`src/hdl/lwfb_pkg.sv`:
```
`default_nettype none

package lwfb_pkg;

  localparam logic [7:0] CmdColumnSet   = 8'h2A;
  localparam logic [7:0] CmdPageSet     = 8'h2B;
  localparam logic [7:0] CmdMemoryWrite = 8'h2C;
  localparam int unsigned ArgWidth      = 16;

  typedef enum logic {
    OpRequest = 1'b0,
    OpTick    = 1'b1
  } op_e;

  typedef enum logic [3:0] {
    HdrColCmd,
    HdrColStartHi,
    HdrColStartLo,
    HdrColEndHi,
    HdrColEndLo,
    HdrRowCmd,
    HdrRowStartHi,
    HdrRowStartLo,
    HdrRowEndHi,
    HdrRowEndLo,
    HdrRamCmd,
    HdrColor
  } hdr_e;

  typedef struct packed {
    logic [7:0] data;
    logic       is_data;
    logic       sel_rel;
    logic       last;
  } res_t;

  typedef struct packed {
    logic busy;
    hdr_e hdr;
    logic low_half;
  } status_t;

endpackage

`default_nettype wire

```
`src/hdl/lwfb_clip.sv`:
```
`default_nettype none

module lwfb_clip
  import lwfb_pkg::*;
#(
  parameter int unsigned CW = 9
) (
  input  wire logic signed [ArgWidth-1:0] start_i,
  input  wire logic signed [ArgWidth-1:0] size_i,
  input  wire logic        [CW:0]         limit_i,
  output logic                            ok_o,
  output logic             [CW-1:0]       first_o,
  output logic             [CW-1:0]       final_o,
  output logic             [CW:0]         count_o
);

  logic signed [ArgWidth+1:0] s, z, lim, s2, z2, e, e_c, cnt;
  logic                       bad0, bad1;

  always_comb begin
    s   = {{2{start_i[ArgWidth-1]}}, start_i};
    z   = {{2{size_i[ArgWidth-1]}}, size_i};
    lim = $signed((ArgWidth+2)'(limit_i));
    bad0 = (z <= 0) || (s >= lim);
    if (s < 0) begin
      z2 = z + s;
      s2 = '0;
    end else begin
      z2 = z;
      s2 = s;
    end
    bad1 = (z2 <= 0);
    e = s2 + z2 - (ArgWidth+2)'(1);
    if (e >= lim) begin
      e_c = lim - (ArgWidth+2)'(1);
    end else begin
      e_c = e;
    end
    cnt     = e_c - s2 + (ArgWidth+2)'(1);
    ok_o    = !bad0 && !bad1;
    first_o = s2[CW-1:0];
    final_o = e_c[CW-1:0];
    count_o = cnt[CW:0];
  end

endmodule

`default_nettype wire

```
`src/hdl/lwfb_seq.sv`:
```
`default_nettype none

module lwfb_seq
  import lwfb_pkg::*;
#(
  parameter int unsigned CW = 9
) (
  input  wire logic                 clk_i,
  input  wire logic                 rst_ni,
  input  wire logic                 en_i,
  input  wire logic                 tick_i,
  input  wire logic                 col_ok_i,
  input  wire logic        [CW-1:0] col_first_i,
  input  wire logic        [CW-1:0] col_final_i,
  input  wire logic        [CW:0]   col_count_i,
  input  wire logic                 row_ok_i,
  input  wire logic        [CW-1:0] row_first_i,
  input  wire logic        [CW-1:0] row_final_i,
  input  wire logic        [CW:0]   row_count_i,
  input  wire logic        [15:0]   color_i,
  output status_t                   status_o,
  output res_t                      res_o
);

  logic          busy_q, busy_d;
  hdr_e          hdr_q, hdr_d;
  logic          low_q, low_d;
  logic [CW-1:0] cs_q, ce_q, rs_q, re_q;
  logic [CW:0]   width_q, col_cnt_q, col_cnt_d, row_cnt_q, row_cnt_d;
  logic [15:0]   color_q;
  logic [15:0]   cs16, ce16, rs16, re16;
  logic          load, fin;

  assign cs16 = 16'(cs_q);
  assign ce16 = 16'(ce_q);
  assign rs16 = 16'(rs_q);
  assign re16 = 16'(re_q);

  assign load = en_i && !tick_i && !busy_q && col_ok_i && row_ok_i;
  assign fin  = (col_cnt_q == (CW+1)'(1)) && (row_cnt_q == (CW+1)'(1));

  // byte select
  always_comb begin
    res_o = '{data: 8'h00, is_data: 1'b1, sel_rel: 1'b0, last: 1'b0};
    unique case (hdr_q)
      HdrColCmd:     res_o = '{data: CmdColumnSet, is_data: 1'b0, sel_rel: 1'b1, last: 1'b0};
      HdrColStartHi: res_o.data = cs16[15:8];
      HdrColStartLo: res_o.data = cs16[7:0];
      HdrColEndHi:   res_o.data = ce16[15:8];
      HdrColEndLo: begin
        res_o.data    = ce16[7:0];
        res_o.sel_rel = 1'b1;
      end
      HdrRowCmd:     res_o = '{data: CmdPageSet, is_data: 1'b0, sel_rel: 1'b1, last: 1'b0};
      HdrRowStartHi: res_o.data = rs16[15:8];
      HdrRowStartLo: res_o.data = rs16[7:0];
      HdrRowEndHi:   res_o.data = re16[15:8];
      HdrRowEndLo: begin
        res_o.data    = re16[7:0];
        res_o.sel_rel = 1'b1;
      end
      HdrRamCmd:     res_o = '{data: CmdMemoryWrite, is_data: 1'b0, sel_rel: 1'b1, last: 1'b0};
      HdrColor: begin
        if (!low_q) begin
          res_o.data = color_q[15:8];
        end else begin
          res_o.data    = color_q[7:0];
          res_o.sel_rel = fin;
          res_o.last    = fin;
        end
      end
      default: res_o = '{data: 8'h00, is_data: 1'b1, sel_rel: 1'b0, last: 1'b0};
    endcase
  end

  // next state
  always_comb begin
    busy_d    = busy_q;
    hdr_d     = hdr_q;
    low_d     = low_q;
    col_cnt_d = col_cnt_q;
    row_cnt_d = row_cnt_q;
    if (load) begin
      busy_d    = 1'b1;
      hdr_d     = HdrColCmd;
      low_d     = 1'b0;
      col_cnt_d = col_count_i;
      row_cnt_d = row_count_i;
    end else if (en_i && tick_i && busy_q) begin
      if (hdr_q != HdrColor) begin
        hdr_d = hdr_e'(hdr_q + 4'd1);
      end else if (!low_q) begin
        low_d = 1'b1;
      end else begin
        low_d = 1'b0;
        if (fin) begin
          busy_d = 1'b0;
          hdr_d  = HdrColCmd;
        end else if (col_cnt_q == (CW+1)'(1)) begin
          col_cnt_d = width_q;
          row_cnt_d = row_cnt_q - (CW+1)'(1);
        end else begin
          col_cnt_d = col_cnt_q - (CW+1)'(1);
        end
      end
    end
  end

  always_ff @(posedge clk_i or negedge rst_ni) begin
    if (!rst_ni) begin
      busy_q <= 1'b0;
      hdr_q  <= HdrColCmd;
      low_q  <= 1'b0;
    end else begin
      busy_q <= busy_d;
      hdr_q  <= hdr_d;
      low_q  <= low_d;
    end
  end

  always_ff @(posedge clk_i) begin
    col_cnt_q <= col_cnt_d;
    row_cnt_q <= row_cnt_d;
    if (load) begin
      cs_q    <= col_first_i;
      ce_q    <= col_final_i;
      rs_q    <= row_first_i;
      re_q    <= row_final_i;
      width_q <= col_count_i;
      color_q <= color_i;
    end
  end

  assign status_o = '{busy: busy_q, hdr: hdr_q, low_half: low_q};

endmodule

`default_nettype wire

```
`src/hdl/lcd_window_fill_byte_sequencer.sv`:
```
// Rectangle fill byte sequencer for an LCD controller.
// Input channel (in_valid_i / in_stall_o) carries one beat per item: either a
// fill request (operation_i = 0) with a signed rectangle and RGB565 colour, or a
// tick (operation_i = 1) asking for the next controller byte.
// An accepted request is clipped to the panel (width and height swap for odd
// rotation) and loaded when idle; empty or off-panel requests, and requests
// made while a fill runs, are dropped. Each tick while a fill runs yields one
// result beat on out_valid_o / out_stall_i: column-set command and four bytes,
// page-set command and four bytes, memory-write, then high/low colour bytes.
// A tick beat passes the input register, then the result register, before its
// result appears. One beat per cycle is sustained while out_stall_i is low;
// requests and idle ticks pass straight through the input register.
// When out_stall_i holds the result register, the input register still takes
// one more beat; a further tick then waits and in_stall_o rises.
// Rotation is written through cfg_valid_i / cfg_ready_o; the user must write it only while idle (not enforced).
// Reset clears the sequencer to idle, rotation to 0, both registers to empty.
`default_nettype none

module lcd_window_fill_byte_sequencer
  import lwfb_pkg::*;
#(
  parameter int unsigned PANEL_WIDTH  = 240,
  parameter int unsigned PANEL_HEIGHT = 320
) (
  input  wire logic                clk_i,
  input  wire logic                rst_ni,
  input  wire logic                in_valid_i,
  output logic                     in_stall_o,
  input  wire logic                operation_i,
  input  wire logic signed [15:0]  rect_x_i,
  input  wire logic signed [15:0]  rect_y_i,
  input  wire logic signed [15:0]  rect_width_i,
  input  wire logic signed [15:0]  rect_height_i,
  input  wire logic        [15:0]  fill_color_i,
  output logic                     out_valid_o,
  input  wire logic                out_stall_i,
  output logic             [7:0]   spi_byte_o,
  output logic                     is_data_o,
  output logic                     select_release_o,
  output logic                     last_o,
  input  wire logic                cfg_valid_i,
  output logic                     cfg_ready_o,
  input  wire logic        [1:0]   cfg_data_i
);

  localparam int unsigned MaxDim = (PANEL_WIDTH > PANEL_HEIGHT) ? PANEL_WIDTH : PANEL_HEIGHT;
  localparam int unsigned CW     = $clog2(MaxDim);

  logic [1:0]         rot_q;
  logic               s1_valid_q;
  logic               op_q;
  logic signed [15:0] x_q, y_q, w_q, h_q;
  logic [15:0]        color_q;
  logic               out_valid_q;
  res_t               res_q, res;
  status_t            st;
  logic               in_acc, adv, prod, out_free;
  logic [CW:0]        lim_w, lim_h;
  logic               col_ok, row_ok;
  logic [CW-1:0]      col_first, col_final, row_first, row_final;
  logic [CW:0]        col_count, row_count;

  assign cfg_ready_o = 1'b1;

  assign prod       = (op_q == OpTick) && st.busy;
  assign out_free   = !out_valid_q || !out_stall_i;
  assign adv        = s1_valid_q && (!prod || out_free);
  assign in_stall_o = s1_valid_q && !adv;
  assign in_acc     = in_valid_i && !in_stall_o;

  assign lim_w = rot_q[0] ? (CW+1)'(PANEL_HEIGHT) : (CW+1)'(PANEL_WIDTH);
  assign lim_h = rot_q[0] ? (CW+1)'(PANEL_WIDTH)  : (CW+1)'(PANEL_HEIGHT);

  always_ff @(posedge clk_i or negedge rst_ni) begin
    if (!rst_ni) begin
      rot_q       <= 2'd0;
      s1_valid_q  <= 1'b0;
      out_valid_q <= 1'b0;
    end else begin
      if (cfg_valid_i && cfg_ready_o) begin
        rot_q <= cfg_data_i;
      end
      if (in_acc) begin
        s1_valid_q <= 1'b1;
      end else if (adv) begin
        s1_valid_q <= 1'b0;
      end
      if (adv && prod) begin
        out_valid_q <= 1'b1;
      end else if (!out_stall_i) begin
        out_valid_q <= 1'b0;
      end
    end
  end

  always_ff @(posedge clk_i) begin
    if (in_acc) begin
      op_q    <= operation_i;
      x_q     <= rect_x_i;
      y_q     <= rect_y_i;
      w_q     <= rect_width_i;
      h_q     <= rect_height_i;
      color_q <= fill_color_i;
    end
    if (adv && prod) begin
      res_q <= res;
    end
  end

  lwfb_clip #(.CW(CW)) u_clip_col (
    .start_i (x_q),
    .size_i  (w_q),
    .limit_i (lim_w),
    .ok_o    (col_ok),
    .first_o (col_first),
    .final_o (col_final),
    .count_o (col_count)
  );

  lwfb_clip #(.CW(CW)) u_clip_row (
    .start_i (y_q),
    .size_i  (h_q),
    .limit_i (lim_h),
    .ok_o    (row_ok),
    .first_o (row_first),
    .final_o (row_final),
    .count_o (row_count)
  );

  lwfb_seq #(.CW(CW)) u_seq (
    .clk_i       (clk_i),
    .rst_ni      (rst_ni),
    .en_i        (adv),
    .tick_i      (op_q == OpTick),
    .col_ok_i    (col_ok),
    .col_first_i (col_first),
    .col_final_i (col_final),
    .col_count_i (col_count),
    .row_ok_i    (row_ok),
    .row_first_i (row_first),
    .row_final_i (row_final),
    .row_count_i (row_count),
    .color_i     (color_q),
    .status_o    (st),
    .res_o       (res)
  );

  assign out_valid_o      = out_valid_q;
  assign spi_byte_o       = res_q.data;
  assign is_data_o        = res_q.is_data;
  assign select_release_o = res_q.sel_rel;
  assign last_o           = res_q.last;

  a_idle_clean : assert property (@(posedge clk_i) disable iff (!rst_ni)
    !st.busy |-> (st.hdr == HdrColCmd) && !st.low_half)
    else $error("idle sequencer not parked at start of header");

  a_low_in_color : assert property (@(posedge clk_i) disable iff (!rst_ni)
    st.low_half |-> st.hdr == HdrColor)
    else $error("low colour byte pending outside colour phase");

  a_last_ends : assert property (@(posedge clk_i) disable iff (!rst_ni)
    (adv && prod && res.last) |=> !st.busy)
    else $error("final byte issued but sequencer still busy");

  a_stall_held : assert property (@(posedge clk_i) disable iff (!rst_ni)
    in_stall_o |-> s1_valid_q && prod && out_valid_q)
    else $error("input stalled without a waiting tick");

endmodule

`default_nettype wire

```
`config.mk`:
```
export PLATFORM = sky130hd
export DESIGN_NAME = lcd_window_fill_byte_sequencer
export DESIGN_NICKNAME = d
export VERILOG_FILES = /design/src/hdl/lwfb_pkg.sv /design/src/hdl/lwfb_clip.sv /design/src/hdl/lwfb_seq.sv /design/src/hdl/lcd_window_fill_byte_sequencer.sv
export SDC_FILE = /design/constraint.sdc
export NUM_CORES = 1
export LEC_CHECK = 0
export BUFFER_PORTS_ARGS = -buffer_cell sky130_fd_sc_hd__buf_4
export CORE_MARGIN = 5
export CORE_UTILIZATION = 30
export DETAILED_ROUTE_END_ITERATION = 16
export PLACE_DENSITY_LB_ADDON = 0.25
export SETUP_SLACK_MARGIN = 0.1
export SYNTH_ARGS = -nofsm -noshare
export SYNTH_HDL_FRONTEND = slang
export SYNTH_SLANG_ARGS = --single-unit
```
`constraint.sdc`:
```
create_clock -name clk_i -period 8.9 [get_ports clk_i]
set_clock_uncertainty 0.15 [all_clocks]
set_input_delay 1.78 -clock clk_i [delete_from_list [all_inputs] [get_ports clk_i]]
set_output_delay 1.78 -clock clk_i [all_outputs]
set_load 0.1 [all_outputs]
```
==> results of run 1 <==
metrics by stage:
stage	setup WS [ns]	total power, mW	hold slack (ns)	cells	area, um^2
floorplan	1.50	2.66	0.250	1227	12800
global placement	0.675	3.13	0.251	1840	14200
detailed placement	0.529	3.15	0.256	1840	14200
finish	0.820	3.86	0.268	1872	14700
CTS	0.509	3.90	0.271	1872	14700
global route	0.215	4.20	0.275	1872	14700
final cells by class:
cell class,count,area (um^2)
Fill cell,4223,27400
Timing Repair Buffer,104,781
Clock inverter,12,101
Sequential cell,183,5450
Multi-Input combinational cell,882,6770
Inverter,132,495
Clock buffer,20,437
Tap cell,539,674
cells by family after synthesis:
kind of cell | Yosys count
multiplexers | 54
adder cells (fa/ha/maj) | 157
AND/OR/NAND/NOR | 319
AO/OA/AOI/OAI | 292
XOR/XNOR | 59
buffers and inverters | 162
flip-flops | 183
other | 1
synthesized netlist by cell type, types with 5 or more instances:
master | number | area [um^2]
nor4b_1 | 7 | 61.3
o31ai_1 | 6 | 45.0
inv_1 | 131 | 492
ha_1 | 151 | 1890
nand2b_1 | 23 | 144
xnor2_1 | 44 | 385
o21bai_1 | 10 | 75.1
nand4b_1 | 5 | 43.8
o21ai_0 | 65 | 325
clkbuf_1 | 22 | 82.6
nor4_1 | 16 | 100
dfrtp_1 | 9 | 225
a31oi_1 | 16 | 100
xor2_1 | 15 | 131
mux2_4 | 11 | 165
a22oi_1 | 9 | 67.6
mux2i_1 | 32 | 320
a211o_1 | 7 | 61.3
a21o_1 | 22 | 165
and2_1 | 8 | 50.1
edfxtp_1 | 174 | 5230
nand4_1 | 11 | 68.8
fa_1 | 6 | 120
nand3_1 | 17 | 85.1
o31a_1 | 5 | 43.8
or4_1 | 6 | 45.0
nor2_1 | 54 | 203
or2_2 | 6 | 37.5
o21a_1 | 17 | 128
mux2_2 | 11 | 124
nor2b_1 | 22 | 138
nand2_1 | 96 | 360
a21oi_1 | 65 | 325
a211oi_1 | 12 | 90.1
nor3_1 | 26 | 130
critical path, delay by kind of cell (launching register included):
| kind | cells | cell delay [ns] |
|---|---|---|
| AO/OA/AOI/OAI | 15 | 2.72 |
| XOR/XNOR | 3 | 0.51 |
| adder cells (fa/ha/maj) | 7 | 2.15 |
| buffers and inverters | 2 | 0.10 |
| flip-flops | 1 | 0.43 |
| multiplexers | 1 | 0.09 |
| AND/OR/NAND/NOR | 9 | 1.65 |
timing repair:
item / CTS / global route
resized for setup: 0 / 4
hold buffers: 0 / 0
setup endpoints to repair: 0 / 1
flip-flops by register name, indices dropped and copies added (netlist names), 4 cells and up:
name             cells
color_q             16
h_q                 16
u_seq.color_q       16
w_q                 16
x_q                 16
y_q                 16
u_seq.col_cnt_q     10
u_seq.row_cnt_q     10
u_seq.width_q       10
u_seq.ce_q           9
u_seq.cs_q           9
u_seq.re_q           9
u_seq.rs_q           9
spi_byte_o           8
u_seq.hdr_q          4
how the worst max path moves through the flow:
stage	from	endpoint	slack (ns)	cells after the start
5_1_grt	h_q[0]	u_seq.row_cnt_q[9]	0.21	37
4_1_cts	h_q[0]	u_seq.row_cnt_q[9]	0.51	37
3_3_place_gp	h_q[0]	u_seq.row_cnt_q[9]	0.67	37
6_report	h_q[0]	u_seq.row_cnt_q[9]	0.82	37
2_1_floorplan	h_q[0]	u_seq.row_cnt_q[9]	1.50	37
3_5_place_dp	h_q[0]	u_seq.row_cnt_q[9]	0.53	37
layer usage:
metal,track usage,up-vias
met1,0.190,4413
met2,0.197,201
li1,-,4727
met4,0.0444,0
met5,0,-
met3,0.0318,31
report_power, final:
part           leakage (nW)  internal (mW)  switching [mW]  total (mW)
sequential             1.75           1.05          0.0517        1.11
clock                 0.254          0.383           0.340       0.723
combinational          3.97          0.881            1.15        2.04
==> run metrics, run 1 <==
clk slew on worst S/H paths=0.07 ns; Post-CTS Setup Bufs=0; # diodes=0; Worst Max-Slew Pin Slew=1.12 ns; Num CTS Buffers=17; most frequent cells in the layout=edfxtp_1 (174), ha_1 (151), inv_1 (131), buf_4 (104), nand2_1 (96); Avg WL per Cell=16.5 um; cells on worst reg2reg path=37; register area share after synthesis=0.424; largest family of logic cells by synthesized area=adder cells; core area=0.0421 mm^2; fin crit period=a little over 8 ns; Synth Flop Type=edfxtp_1; Power Dens Cells=263 mW/mm^2; Hold WC Path Type=reg2reg; # DRC=0; largest net degree at the start of global routing=82; simple-gate area share of the yosys netlist=0.128; die width=217 um; Worst EP required=~8.9 ns; Avg Inst Size Synth=around 10 um^2; Yosys reg bits=183; crit-path max cell delay=0.43 ns; critical hold path startpoint=color_q[10]; max frequency=~120 MHz; crit share post-route=0.908; worst-path fanout max=8; Post-synth EDFFs=approximately 170; status=complete, no violations; Max Cap Violations=0; DR iter-0 viols=510; Post-Route M1 WL=16000 um; Starting Density=0.305; Remaining Overflow, GRT=0; reg2reg start=h_q[0]; post-synthesis xor/xnor area fraction=0.0402; # H-tree levels=4; RSZ-0062 raised after global routing=false; most used cell along the critical path=ha_1; WHS Path Cells=0; mux contribution to synthesized area=0.0474; Syn Nets=1472; vias in the first global route=9392; maximum clock path buffer count=2; Cell variety after synth=83; r2r endpoint=u_seq.row_cnt_q[9]; Worst Setup End Kind=register; hpwl dp=between 20000 and 25000 um; Worst Path Class, Setup=reg2reg; max-slew violations=0; Detail Route met2 WL=12800 um; drt total wl=30900 um; final core utilization=0.349; FP Rows=75; Via-to-Cell Ratio=5.01; reg2reg setup slack=0.82 ns; # nets final=1565; ys async rst share=0.0492; Pre-antenna DRT Iters=7; Compound-Gate Fraction of Synth Area=0.153; final setup fails=0; area grow syn2layout=14.5%; top sig layer=met4; first-pass GRT wire length=about 50000 um; post-synthesis cell count=about 1200; GP Congestion=0.840; # IOs=slightly above 100; Slowest cell on crit path=edfxtp_1; initial antenna violation count=0; clock sink total=183; post-route ant nets=0; post-synthesis adder-cell area fraction=0.156; commonest non-fill, non-tap cell in the layout=edfxtp_1; synthesized area=0.0128 mm^2; headroom to the max-slew limit=0.256; CTS tree=built; Met3 Routed Length=1450 um; clk_lat worst skew=0.47 ns; GRT Util Overall=0.132; Worst Path Arrival=8.11 ns; CP startpoint kind=register; via count=9372; final hold violations=0; Max IR drop VDD=0.150 mV; number of port buffers=99; setup_tns=0 ns; layout cell share with drive strength beyond 1=0.131; clock root cell=clkbuf_16; Syn. warnings=0; Pleak=5.98 nW; Die Area=0.0470 mm^2; Die Ht=217 um; Hold Path Sink=u_seq.color_q[10]
Power figures use the tool's default switching activity.
==> run 2, diff against run 1 <==
--- a/config.mk
+++ b/config.mk
@@ -5,10 +5,12 @@
 export SDC_FILE = /design/constraint.sdc
 export NUM_CORES = 1
 export LEC_CHECK = 0
+export ABC_AREA = 1
 export BUFFER_PORTS_ARGS = -buffer_cell sky130_fd_sc_hd__buf_4
 export CORE_MARGIN = 5
 export CORE_UTILIZATION = 30
 export DETAILED_ROUTE_END_ITERATION = 16
+export GPL_TIMING_DRIVEN = 1
 export PLACE_DENSITY_LB_ADDON = 0.25
 export SETUP_SLACK_MARGIN = 0.1
 export SYNTH_ARGS = -nofsm -noshare
==> run metrics, run 2 <==
most used cell along the critical path=nand2_1; Power Dens Cells=246 mW/mm^2; crit path buf inv count=8; # nets final=2134; FP Rows=78; clock sink total=183; DR iter-0 viols=731; clk slew on worst S/H paths=0.07 ns; Via-to-Cell Ratio=4.63; GP Congestion=0.856; Avg Inst Size Synth=7.79 um^2; layout cell share with drive strength beyond 1=0.0931; clk_lat worst skew=0.47 ns; # DRC=0; post-route ant nets=0; top cell type's share of synthesized area=0.376; drt total wl=35200 um; worst-path fanout max=8; clock root cell=clkbuf_16; # diodes=0; Cell variety after synth=56; Crit path depth=47; final setup fails=0; final core utilization=0.349; Avg WL per Cell=14.1 um; area grow syn2layout=14.5%; Worst EP required=approximately 9.0 ns; final hold violations=0; max frequency=140 MHz; Max Cap Violations=0; Worst Max-Slew Pin Slew=0.992 ns; status=complete, no violations; headroom to the max-slew limit=0.338; most frequent cells in the layout=nand2_1 (560), inv_1 (310), edfxtp_1 (174), ha_1 (151), nor2_1 (130); maximum clock path buffer count=2; cells on worst reg2reg path=47; Die Ht=225 um; fin crit period=7.14 ns; hold buffer count at CTS=0; Worst path top cell family by delay=adder cells; Critical path origin=h_q[0]; Worst Path Class, Setup=reg2reg; die width=225 um; largest net degree at the start of global routing=80; via count=11600; CP startpoint kind=register; hpwl dp=28400 um; WHS=0.269 ns; post-synthesis cell count=~1800; max-slew violations=0; count leader, synth=nand2_1; GRT Util Overall=0.140; initial antenna violation count=0; reg2reg setup slack=1.76 ns; # H-tree levels=4; Hold WC Path Type=reg2reg; synthesized area=approximately 0.014 mm^2; Worst Setup End Kind=register; Pleak=7.75 nW; cell taking the most area after synthesis=edfxtp_1; CP endpoint=u_seq.row_cnt_q[9]; Max IR drop VDD=~0.15 mV; reg2reg start=h_q[0]; register area share after synthesis=0.393; ys async rst share=0.0492; Starting Density=0.305; synth cell count leaders=nand2_1 (560), inv_1 (310), edfxtp_1 (174); Synth Flop Type=edfxtp_1; core area=about 0.046 mm^2; commonest non-fill, non-tap cell in the layout=nand2_1; Die Area=0.0507 mm^2; Yosys reg bits=183; vias in the first global route=11000; RSZ-0062 raised after global routing=false; Post-synth EDFFs=approximately 170; crit share post-route=0.802; Pre-antenna DRT Iters=6; number of port buffers=99; # resized after CTS=0; Slowest cell on crit path=edfxtp_1; crit-path max cell delay=0.43 ns; Remaining Overflow, GRT=0; Num CTS Buffers=17; r2r endpoint=u_seq.row_cnt_q[9]; Area contributors post-synth=edfxtp_1 (38%), nand2_1 (15%), ha_1 (14%); first-pass GRT wire length=56500 um; Syn. warnings=0; Post-CTS Setup Bufs=0; Fillers=around 4800; # IOs=approximately 100; Worst Path Arrival=7.20 ns; Syn Nets=2028; setup_tns=0 ns; CTS tree=built
run 2: cell types whose count changed after synthesis, moves of 22 or more:
cell / before / now
xnor2_1: 44 / 15
inv_1: 131 / 310
nor2_1: 54 / 131
nand3_1: 17 / 124
nor2b_1: 22 / 0
nand2_1: 96 / 560
nand2b_1: 23 / 1
mux2i_1: 32 / 3
run 2: how the worst min path moves through the flow:
| stage | endpoint | slack [ns] | start | cells after the start |
|---|---|---|---|---|
| after floorplan | u_seq.color_q[0] | 0.25 | color_q[0] | 0 |
| after global placement | u_seq.color_q[2] | 0.25 | color_q[2] | 0 |
| after detailed placement | u_seq.color_q[10] | 0.26 | color_q[10] | 0 |
| after CTS | u_seq.color_q[15] | 0.27 | color_q[15] | 0 |
| after global routing | u_seq.color_q[15] | 0.28 | color_q[15] | 0 |
| final | u_seq.color_q[6] | 0.27 | color_q[6] | 0 |
run 2: kinds of logic (layout without fill, tap and decap cells):
logic type               count (synthesis)  in the layout  share of synthesized area
AND/OR/NAND/NOR                        922            922                      0.282
buffers and inverters                  329            448                     0.0910
flip-flops                             183            183                      0.393
adder cells (fa/ha/maj)                157            157                      0.145
AO/OA/AOI/OAI                          144            144                     0.0597
XOR/XNOR                                44             44                     0.0278
multiplexers                             3              3                    0.00216
other                                    1              1                   0.000270
run 2: metrics by stage:
step / area, um^2 / total power, mW / worst slack (ns) / cells
2_1_floorplan: 13900 / 2.68 / 2.32 / 1783
3_3_place_gp: 15300 / 3.14 / 1.93 / 2470
3_5_place_dp: 15300 / 3.17 / 1.78 / 2470
4_1_cts: 15900 / 3.95 / 1.75 / 2502
5_1_grt: 15900 / 4.31 / 1.03 / 2502
6_report: 15900 / 3.91 / 1.76 / 2502
run 2: area by class of cell:
cell class	instances	area (um^2)	share of cell area
Clock buffer	19	433	0.0272
Clock inverter	13	140	0.00881
Inverter	312	1170	0.0736
Multi-Input combinational cell	1271	7180	0.451
Sequential cell	183	5450	0.343
Tap cell	600	751	0.0472
Timing Repair Buffer	104	781	0.0491
run 2: per-layer routing:
layer,vias to the layer above,GRT usage,wire length [um]
li1,6006,-,-
met1,5273,0.204,18100
met2,241,0.206,14600
met3,54,0.0266,1560
met4,0,0.0537,917
met5,-,0,0
run 2: power by group:
| part | internal (mW) | switching [mW] |
|---|---|---|
| Sequential | 1.05 | 0.0535 |
| Combinational | 0.761 | 1.28 |
| Clock | 0.396 | 0.363 |
| Total | 2.21 | 1.70 |
run 2: worst reg2reg max path: cells and delay by family, from the launching register on:
family	cells	cell delay, ns
fa+ha+maj	8	2.43
flops	1	0.43
compound gates	4	0.66
xor+xnor	1	0.20
simple gates	26	2.44
buf+inv	8	0.58
